**config.mk**
```make
export PLATFORM = sky130hd
export DESIGN_NAME = button_debounce_press_classifier
export DESIGN_NICKNAME = d
export VERILOG_FILES = /design/src/hdl/bdpc_pkg.sv /design/src/hdl/button_debounce_press_classifier.sv
export SDC_FILE = /design/constraint.sdc
export NUM_CORES = 1
export LEC_CHECK = 0
export ABC_AREA = 1
export BUFFER_PORTS_ARGS = -buffer_cell sky130_fd_sc_hd__buf_2
export CORE_UTILIZATION = 43
export DETAILED_ROUTE_END_ITERATION = 10
export MAX_ROUTING_LAYER = met4
export PLACE_DENSITY = 0.66
export SLEW_MARGIN = 20
export SYNTH_ARGS = -nofsm -noshare
export SYNTH_HDL_FRONTEND = slang
export SYNTH_SLANG_ARGS = --single-unit
```
**constraint.sdc**
```tcl
create_clock -name clk -period 8.4 [get_ports clk]
set_input_delay 1.26 -clock clk [delete_from_list [all_inputs] [get_ports clk]]
set_output_delay 1.26 -clock clk [all_outputs]
set_load 0.01 [all_outputs]
```
**src/hdl/bdpc_pkg.sv**
```systemverilog
package bdpc_pkg;

    // threshold registers as written, in milliseconds
    localparam int THRESH_W = 22;
    // thresholds held in microseconds: 22-bit ms times 1000 fits in 32 bits
    localparam int THRESH_US_W = 32;
    localparam int US_PER_MS = 1000;

    // configuration register indexes
    localparam int CFG_INDEX_W = 2;
    localparam logic [CFG_INDEX_W-1:0] CFG_LONG_THRESH = 2'd0;
    localparam logic [CFG_INDEX_W-1:0] CFG_HOLD_THRESH = 2'd1;

    // reset values of the thresholds, in milliseconds
    localparam int LONG_RESET_MS = 1000;
    localparam int HOLD_RESET_MS = 5000;

    // event codes
    localparam int EV_W = 2;
    localparam logic [EV_W-1:0] EV_SHORT = 2'd0;
    localparam logic [EV_W-1:0] EV_LONG  = 2'd1;
    localparam logic [EV_W-1:0] EV_HOLD  = 2'd2;

    // one queued result word
    typedef struct packed {
        logic [EV_W-1:0] code;
        logic            last;
    } event_t;

endpackage

```
**src/hdl/button_debounce_press_classifier.sv**
```systemverilog
// channel   direction  handshake              payload
// in        input      in_valid / in_ready    raw_level, time_us
// out       output     out_valid / out_ready  event_code, last_event
// cfg       input      cfg_valid / cfg_ready  cfg_index, cfg_data
//
// One poll tick is taken per cycle while the queue has room; it is held in
// the input register, then the debounce and classify logic updates the state.
// A tick gives zero, one or two events; they wait in a four-word queue and
// leave one word per cycle while out_ready is high. A tick is processed
// only while the queue has room for two words.
// Reset (rst_n low) clears the state, empties the queue and restores the
// thresholds to 1000 ms and 5000 ms; cfg_ready is always high.
module button_debounce_press_classifier
    import bdpc_pkg::*;
#(
    parameter int DEBOUNCE_SAMPLES = 3,
    parameter int TIME_WIDTH = 48
)
(
    input  logic                   clk,
    input  logic                   rst_n,

    input  logic                   in_valid,
    output logic                   in_ready,
    input  logic                   raw_level,
    input  logic [TIME_WIDTH-1:0]  time_us,

    output logic                   out_valid,
    input  logic                   out_ready,
    output logic [EV_W-1:0]        event_code,
    output logic                   last_event,

    input  logic                   cfg_valid,
    output logic                   cfg_ready,
    input  logic [CFG_INDEX_W-1:0] cfg_index,
    input  logic [THRESH_W-1:0]    cfg_data
);

    localparam int CNT_W = $clog2(DEBOUNCE_SAMPLES + 1);
    localparam int FIFO_DEPTH = 4;
    localparam int PTR_W = $clog2(FIFO_DEPTH);
    localparam int FCNT_W = $clog2(FIFO_DEPTH + 1);

    // thresholds in microseconds
    logic [THRESH_US_W-1:0] long_us_reg;
    logic [THRESH_US_W-1:0] hold_us_reg;

    // input register
    logic                  s1_valid_reg;
    logic                  s1_raw_reg;
    logic [TIME_WIDTH-1:0] s1_time_reg;

    // classifier state
    logic                  sampled_reg;
    logic [CNT_W-1:0]      cnt_reg;
    logic                  deb_reg;
    logic [TIME_WIDTH-1:0] start_reg;
    logic                  long_sent_reg;
    logic                  hold_sent_reg;

    logic                  sampled_next;
    logic [CNT_W-1:0]      cnt_next;
    logic                  deb_next;
    logic [TIME_WIDTH-1:0] start_next;
    logic                  long_sent_next;
    logic                  hold_sent_next;

    // result queue
    event_t                fifo_mem_reg [FIFO_DEPTH];
    logic [PTR_W-1:0]      wr_ptr_reg;
    logic [PTR_W-1:0]      rd_ptr_reg;
    logic [FCNT_W-1:0]     fcnt_reg;

    logic                  s1_fire;
    logic                  pop;
    logic                  ev_short;
    logic                  long_hit;
    logic                  hold_hit;
    logic [1:0]            push_n;
    event_t                ev0;
    event_t                ev1;
    logic                  pressed;
    logic                  deb_change;
    logic [TIME_WIDTH-1:0] elapsed;

    // handshakes
    assign s1_fire   = s1_valid_reg && (fcnt_reg <= FCNT_W'(FIFO_DEPTH - 2));
    assign in_ready  = !s1_valid_reg || s1_fire;
    assign cfg_ready = 1'b1;
    assign out_valid = (fcnt_reg != '0);
    assign pop       = out_valid && out_ready;

    // configuration registers, converted to microseconds on write
    always_ff @(posedge clk or negedge rst_n)
    begin
        if (!rst_n)
        begin
            long_us_reg <= THRESH_US_W'(LONG_RESET_MS * US_PER_MS);
            hold_us_reg <= THRESH_US_W'(HOLD_RESET_MS * US_PER_MS);
        end
        else if (cfg_valid)
        begin
            unique case (cfg_index)
                CFG_LONG_THRESH:
                begin
                    long_us_reg <= THRESH_US_W'(cfg_data) * THRESH_US_W'(US_PER_MS);
                end
                CFG_HOLD_THRESH:
                begin
                    hold_us_reg <= THRESH_US_W'(cfg_data) * THRESH_US_W'(US_PER_MS);
                end
                default:
                begin
                end
            endcase
        end
    end

    // input register
    always_ff @(posedge clk or negedge rst_n)
    begin
        if (!rst_n)
        begin
            s1_valid_reg <= 1'b0;
        end
        else if (in_ready)
        begin
            s1_valid_reg <= in_valid;
        end
    end

    always_ff @(posedge clk)
    begin
        if (in_ready && in_valid)
        begin
            s1_raw_reg  <= raw_level;
            s1_time_reg <= time_us;
        end
    end

    // debounce and press classification
    always_comb
    begin
        pressed        = !s1_raw_reg;
        sampled_next   = sampled_reg;
        cnt_next       = cnt_reg;
        deb_next       = deb_reg;
        start_next     = start_reg;
        long_sent_next = long_sent_reg;
        hold_sent_next = hold_sent_reg;
        ev_short       = 1'b0;
        long_hit       = 1'b0;
        hold_hit       = 1'b0;

        // count equal samples, saturating
        if (pressed == sampled_reg)
        begin
            if (cnt_reg < CNT_W'(DEBOUNCE_SAMPLES))
            begin
                cnt_next = cnt_reg + 1'b1;
            end
        end
        else
        begin
            sampled_next = pressed;
            cnt_next     = CNT_W'(1);
        end

        // debounced edge
        deb_change = (cnt_next >= CNT_W'(DEBOUNCE_SAMPLES)) && (sampled_next != deb_reg);
        if (deb_change)
        begin
            deb_next = sampled_next;
            if (sampled_next)
            begin
                start_next     = s1_time_reg;
                long_sent_next = 1'b0;
                hold_sent_next = 1'b0;
            end
            else if (!long_sent_reg && !hold_sent_reg)
            begin
                ev_short = 1'b1;
            end
        end

        // held time against both thresholds
        elapsed = s1_time_reg - start_next;
        if (deb_next && !hold_sent_next)
        begin
            if (!long_sent_next && (elapsed >= TIME_WIDTH'(long_us_reg)))
            begin
                long_hit       = 1'b1;
                long_sent_next = 1'b1;
            end
            if (elapsed >= TIME_WIDTH'(hold_us_reg))
            begin
                hold_hit       = 1'b1;
                hold_sent_next = 1'b1;
            end
        end

        // order the words: long before hold
        push_n = 2'(ev_short) + 2'(long_hit) + 2'(hold_hit);
        if (long_hit)
        begin
            ev0.code = EV_LONG;
        end
        else if (ev_short)
        begin
            ev0.code = EV_SHORT;
        end
        else
        begin
            ev0.code = EV_HOLD;
        end
        ev0.last = (push_n == 2'd1);
        ev1.code = EV_HOLD;
        ev1.last = 1'b1;
    end

    always_ff @(posedge clk or negedge rst_n)
    begin
        if (!rst_n)
        begin
            sampled_reg   <= 1'b0;
            cnt_reg       <= '0;
            deb_reg       <= 1'b0;
            start_reg     <= '0;
            long_sent_reg <= 1'b0;
            hold_sent_reg <= 1'b0;
        end
        else if (s1_fire)
        begin
            sampled_reg   <= sampled_next;
            cnt_reg       <= cnt_next;
            deb_reg       <= deb_next;
            start_reg     <= start_next;
            long_sent_reg <= long_sent_next;
            hold_sent_reg <= hold_sent_next;
        end
    end

    // result queue storage
    always_ff @(posedge clk)
    begin
        if (s1_fire && (push_n != 2'd0))
        begin
            fifo_mem_reg[wr_ptr_reg] <= ev0;
        end
        if (s1_fire && (push_n == 2'd2))
        begin
            fifo_mem_reg[wr_ptr_reg + 1'b1] <= ev1;
        end
    end

    // result queue pointers
    always_ff @(posedge clk or negedge rst_n)
    begin
        if (!rst_n)
        begin
            wr_ptr_reg <= '0;
            rd_ptr_reg <= '0;
            fcnt_reg   <= '0;
        end
        else
        begin
            if (s1_fire)
            begin
                wr_ptr_reg <= wr_ptr_reg + PTR_W'(push_n);
            end
            if (pop)
            begin
                rd_ptr_reg <= rd_ptr_reg + 1'b1;
            end
            fcnt_reg <= fcnt_reg + (s1_fire ? FCNT_W'(push_n) : FCNT_W'(0))
                        - FCNT_W'(pop);
        end
    end

    assign event_code = fifo_mem_reg[rd_ptr_reg].code;
    assign last_event = fifo_mem_reg[rd_ptr_reg].last;

    // queue never overfills
    assert property (@(posedge clk) disable iff (!rst_n)
        fcnt_reg <= FCNT_W'(FIFO_DEPTH))
        else $error("result queue overfilled");

    // a short press only comes with a debounced release
    assert property (@(posedge clk) disable iff (!rst_n)
        s1_fire && ev_short |-> !deb_next && !long_hit && !hold_hit)
        else $error("short press without release");

    // a long press marks itself sent for the rest of the press
    assert property (@(posedge clk) disable iff (!rst_n)
        s1_fire && long_hit |=> long_sent_reg && deb_reg)
        else $error("long press not recorded");

endmodule

```
Word-level counts from Yosys, hierarchy flattened
Memory sizes are Yosys's and may differ from the RTL's.
Index checks and enable logic that the tools add are counted.
{ "op_classes": {"n_addsub": 9, "n_mul": 1, "div": 0, "n_lt_le_gt_ge": 5, "eq_ne": 5, "shift": 0, "n_mux": 28, "n_bitwise": 0, "reduce_logical": 21} }
{ "op_table": {"columns": ["cell", "count"], "rows": [
  ["greater-or-equal comparator 48 x 32 -> 1 bit", 2],
  ["two-way mux 48 bit", 2],
  ["subtractor 48 bit", 1],
  ["multiplier 22 x 7 -> 29 bit, second input constant", 1],
  ["two-way mux 1 bit", 21],
  ["two-way mux 2 bit", 5],
  ["logical AND 1 bit", 9],
  ["adder 2 x 1 -> 2 bit, second input constant", 3],
  ["logical NOT 1 bit", 6],
  ["equality test 2 x 1 -> 1 bit, second input constant", 2],
  ["AND reduction 2 bit", 2],
  ["adder 3 x 2 -> 3 bit", 1],
  ["<= comparator 3 x 2 -> 1 bit, second input constant", 1],
  ["nonzero test 3 bit", 1],
  ["subtractor 3 x 1 -> 3 bit", 1],
  ["adder 1 x 1 -> 2 bit", 1],
  ["adder 2 x 1 -> 2 bit", 1],
  ["adder 2 bit", 1],
  ["equality test 2 bit, second input constant", 1],
  ["greater-or-equal comparator 2 bit, second input constant", 1],
  ["logical NOT 2 bit", 1],
  ["< comparator 2 bit, second input constant", 1],
  ["nonzero test 2 bit", 1],
  ["equality test 1 bit", 1],
  ["other kinds (2)", 2]
]} }
{ "word_totals": {"regBits": 169, "latchBits": 0, "ramBits": 12, "romBits": 0, "input_bits": 78, "output_inout_bits": 6, "wordCells": 84, "memories": 1} }
{ "memory_table": {"columns": ["memory", "depth", "word_bits", "rd", "rd_ports_with_merged_regs", "write_ports", "line", "text"], "rows": [
  ["fifo_mem_reg", 4, 3, 1, 0, 2, "button_debounce_press_classifier.sv:69", "event_t fifo_mem_reg [FIFO_DEPTH];"]
]} }

Longest topological paths before layout
{ "depth": {"depth_word": 17, "depth_mapped": 43, "ltp_nobuf": 41} }

Worst setup path before layout
OpenSTA, ideal clock, no wires.
{ "synth_path": {"path_type": "register to register", "from": "register sampled_reg", "to": "register fcnt_reg[2]", "setup_ns": 0.123, "arrival_ns": 5.986, "required_time_ns": 8.277, "setup_slack_ns": 2.291, "path_stages_with_launch": 37, "n_path_buf": 2, "period_less_slack_ns": 6.109, "path_cell_list": "dfrtp_1 inv_1 ha_1 nand2_1 nor2_1 nand2_1 inv_1 clkbuf_1 clkbuf_1 nand2_1 o21ai_0 ha_1 nand2_1 inv_1 a21oi_1 nand2_2 nand2_1 nand2_1 a21oi_1 o21ai_0 xor2_1 ha_1 a21oi_1 o21a_1 o221ai_1 or2_2 a21oi_1 nand3_2 nand3_4 inv_1 fa_1 nand2_1 ha_1 inv_1 ha_1 fa_1 xnor2_1"} }
{ "synth_between": {"elab_chain_cells": 15} }
{ "synth_lines": {"columns": ["item", "line", "text"], "rows": [
  ["start, declared", "button_debounce_press_classifier.sv:54", "logic sampled_reg;"],
  ["start signal, assigned", "button_debounce_press_classifier.sv:234", "sampled_reg <= sampled_next;"],
  ["equality test 1 bit", "button_debounce_press_classifier.sv:156", "if (pressed == sampled_reg)"],
  ["two-way mux 2 bit or two-way mux 1 bit (tied branches)", "button_debounce_press_classifier.sv:156", null],
  ["greater-or-equal comparator 2 bit or inequality test 1 bit (tied branches)", "button_debounce_press_classifier.sv:170", "deb_change = (cnt_next >= CNT_W'(DEBOUNCE_SAMPLES)) && (sampled_next != deb_reg);"],
  ["logical AND 1 bit", "button_debounce_press_classifier.sv:170", null],
  ["two-way mux 48 bit", "button_debounce_press_classifier.sv:171", "if (deb_change)"],
  ["subtractor 48 bit", "button_debounce_press_classifier.sv:187", "elapsed = s1_time_reg - start_next;"],
  ["greater-or-equal comparator 48 x 32 -> 1 bit", "button_debounce_press_classifier.sv:190", "if (!long_sent_next && (elapsed >= TIME_WIDTH'(long_us_reg)))"],
  ["logical AND 1 bit", "button_debounce_press_classifier.sv:190", null],
  ["two-way mux 1 bit", "button_debounce_press_classifier.sv:190", null],
  ["two-way mux 1 bit", "button_debounce_press_classifier.sv:188", "if (deb_next && !hold_sent_next)"],
  ["adder 1 x 1 -> 2 bit", "button_debounce_press_classifier.sv:203", "push_n = 2'(ev_short) + 2'(long_hit) + 2'(hold_hit);"],
  ["adder 2 x 1 -> 2 bit *", "button_debounce_press_classifier.sv:203", null],
  ["two-way mux 2 bit *", "button_debounce_press_classifier.sv:275", "fcnt_reg <= fcnt_reg + (s1_fire ? FCNT_W'(push_n) : FCNT_W'(0))"],
  ["adder 3 x 2 -> 3 bit *", "button_debounce_press_classifier.sv:275", null],
  ["subtractor 3 x 1 -> 3 bit *", "button_debounce_press_classifier.sv:276", "- FCNT_W'(pop);"],
  ["end signal, assigned", "button_debounce_press_classifier.sv:275", null],
  ["end, declared", "button_debounce_press_classifier.sv:72", "logic [FCNT_W-1:0] fcnt_reg;"]
]} }
Mark *: on every way between the ends. The rest lies on a longest branch, timed or not.
A chain may end at the register's enable or synchronous reset.

Final worst setup path
Ends and elaborated chain as after synthesis.

==> impl_results.md <==
- Outcome: finished, final reports clean
- RSZ-0062 raised after global routing: no
- Seq/Total Area, Yosys: 29.02%
- Seq cells post-synth: 181
- Num CTS Buffers: 17
- Simple-Gate Fraction of Synth Area: 23.12%
- Post-route DRC: 0
- Die width: 196.8 um
- Routed wire length: 44,820 um
- Tcrit/Tclk final: 90.65%
- Placed cell area: 17,310 um^2
- Avg WL per Cell: 16.09 um
- Die span in y: 196.8 um
- Setup TNS: 0 ns
- Worst hold start: fifo_mem_reg[1][2]$_SDFFE_PP1P_
- WP data arrival: 7.97 ns
- Critical Path Start: sampled_reg$_DFFE_PN0P_
- Drt via density: 5.083
- Post-synthesis mux area share: 0%
- Xor/xnor share of the synthesized area: 2.792%
- Num rows: 70
- Final Max Slew Viols: 0
- Final WS setup: 0.7856 ns
- Post-Syn Area per Cell: 7.439 um^2
- # diodes: 0
- Post-synthesis adder-cell area fraction: 23.44%
- Max frequency: 131.3 MHz
- Area share of the largest cell type after synthesis: 16.11%
- Final hold violations: 0
- Filler cells: 3,760
- ANT nets after route: 0
- Relative slew slack: 41.01%
- Compound-gate portion of the synthesized area: 11.41%
- # IOs: 84
- Core area: 36,960 um^2
- Clock Sinks: 181
- Max stage delay on crit path: 0.59 ns
- Post-Synthesis Cell Area: 16,310 um^2
- Synth area leaders: dfrtp_1 16%, nand2_1 14%, ha_1 13%
- Via count: 14,160
- Startpoint class of the critical path: register
- Final net count: 2,604
- Drt initial violations: 872
- First-pass GRT wire length: 73,190 um
- Vias in the first global route: 14,020
- Ys Warns: 0
- Initial antenna violation count: 0
- Leading area contributor after synthesis: dfrtp_1
- CP endpoint kind: register
- Clock Skews: 0.01444 ns
- Die area: 38,720 um^2
- Resized cells post-CTS: 0
- Yosys cell types: 50
- Layout area overhead: 9.833%
- Gpl congestion: 0.9961
- Clock Tree Buf Depth: 2
- H-tree levels: 4
- CP max FO: 44
- Crit path top cell by count: nand2_1
- Hold WC Path Type: reg -> reg
- WHS: 0.4780 ns
- Clk slew on worst S/H paths: 0.08 ns
- Pin count of the biggest net entering global routing: 64
- Post-synth EDFFs: 49
- Worst slack at placement: 0.8816 ns
- Setup violations, final: 0
- TritonCTS clock tree: done
- Layout cells sized above 1: 7.975%
- Main synth FF type: dfrtp_1
- Clk root buf: clkbuf_16
- GR Util All Layers: 25.09%
- Max-Cap Viols: 0
- Synthesized instance count: 2,193
- Slowest CP cell: fa_1
- Cell area after layout: 17,920 um^2
- Skew-Pair Late Insertion Delay: 0.47 ns
- Syn nets: 2,528
- Initial DRT Pass Iterations: 8
- CTS Hold Bufs: 0
- Post-synthesis async set-or-reset flop share: 66.30%
- WS Path Type: reg -> reg
- Worst EP required: 8.76 ns
- Initial core utilization: 44.14%
- IO buf count: 82
- Total overflow reported by the global router: 0
- Critical R2R Launch: sampled_reg$_DFFE_PN0P_
- Main combinational cell family by area after synthesis: adder cells
- Post-CTS Setup Repair Bufs: 0
- Fin crit period: 7.614 ns
- Slew @ Worst Pin: 0.8768 ns
- Hpwl dp: 37,330 um
-- stage by stage --
stage	utilization [%]	cells
finish	48.48	2786
global route	48.48	2786
CTS	48.48	2786
detailed placement	46.82	2754
global placement	46.82	2754
floorplan	-	2193
-- cell type report --
class                   instances  area [um^2]  share of cell area (%)
multi-input cells            1570         9937                   55.46
flip-flops and latches        181         4733                   26.42
inverters                     410         1539                   8.589
well taps                     504        630.6                   3.520
repair buffers                 89        465.4                   2.598
clock buffers                  18        439.2                   2.451
clock inverters                14        172.7                  0.9637
-- metal layers --
metal	global-route usage [%]	routed length, um	part of all wire (%)	vias up
met4	6.058	799	1.8	0
li1	-	-	-	7116
met5	-	0	0	-
met3	3.696	1956	4.4	45
met2	38.42	19880	44	283
met1	34.88	22180	49	6717
-- final timing paths --
| kind | depth (start not counted) | slack, ns | endpoint |
|---|---|---|---|
| worst min register to register | 2 | 0.48 | fifo_mem_reg[1][2]$_SDFFE_PP1P_ |
| worst min-delay path | 2 | 0.48 | fifo_mem_reg[1][2]$_SDFFE_PP1P_ |
| worst max register to register | 35 | 0.79 | fcnt_reg[2]$_DFF_PN0_ |
| max in group asynchronous | 2 | 6.19 | long_us_reg[28]$_DFFE_PN0P_ |
| min in group asynchronous | 1 | 0.88 | start_reg[38]$_DFFE_PN0P_ |
| worst max-delay path | 35 | 0.79 | fcnt_reg[2]$_DFF_PN0_ |
-- synthesized netlist by cell type, types with 2 or more instances --
cell and instances:
nand3b_1 4, dfstp_2 15, nor2_1 129, nor3_1 16, o21ai_0 202, inv_1 407, edfxtp_1 49, nand2_1 619
clkbuf_1 26, dfxtp_1 12, nand4_1 23, nor2_2 8, nand3_2 4, inv_2 3, a21oi_1 99, xor2_1 32
a21o_1 6, nand3_1 71, or2_2 8, o21ai_1 4, o2111ai_1 2, a211oi_1 2, nor3_2 6, buf_1 4
o21bai_1 8, ha_1 176, a31oi_1 5, o21a_1 7, fa_1 81, o211ai_1 2, dfrtp_1 105, nand2_2 9
nor4_1 7, xnor2_1 20, o22ai_1 7
-- cells by family (layout without fill, tap and decap cells) --
kind of cell,Yosys count,after routing
flops,181,181
simple gates,910,910
compound gates,350,350
xor+xnor,52,52
buf+inv,442,531
fa+ha+maj,257,257
other cells,1,1
-- worst max-delay path, delay by kind of cell (launching register included) --
family	cells	cell delay (ns)
and+or+nand+nor	14	1.80
DFF	1	0.35
buffers and inverters	5	0.77
adders and majority gates	7	2.56
AOI/OAI and AO/OA	7	1.44
xor gates and xnor gates	2	0.57
-- cells in the final DEF (no fill, tap or decap), types with 9 or more instances in the layout --
cell type  instances
nand4_1           23
a21oi_1           98
fa_1              81
o21ai_0          202
inv_1            405
nor3_1            14
nand2_2            9
clkbuf_16         17
ha_1             176
dfxtp_1           12
xnor2_1           20
buf_2             81
edfxtp_1          49
xor2_1            32
nor2_1           129
nand3_1           71
dfrtp_1          105
dfstp_2           15
nand2_1          619
Power is left out: the tool's default activity adds up to more than one toggle a clock period on the data nets, which glitch-free logic cannot reach.
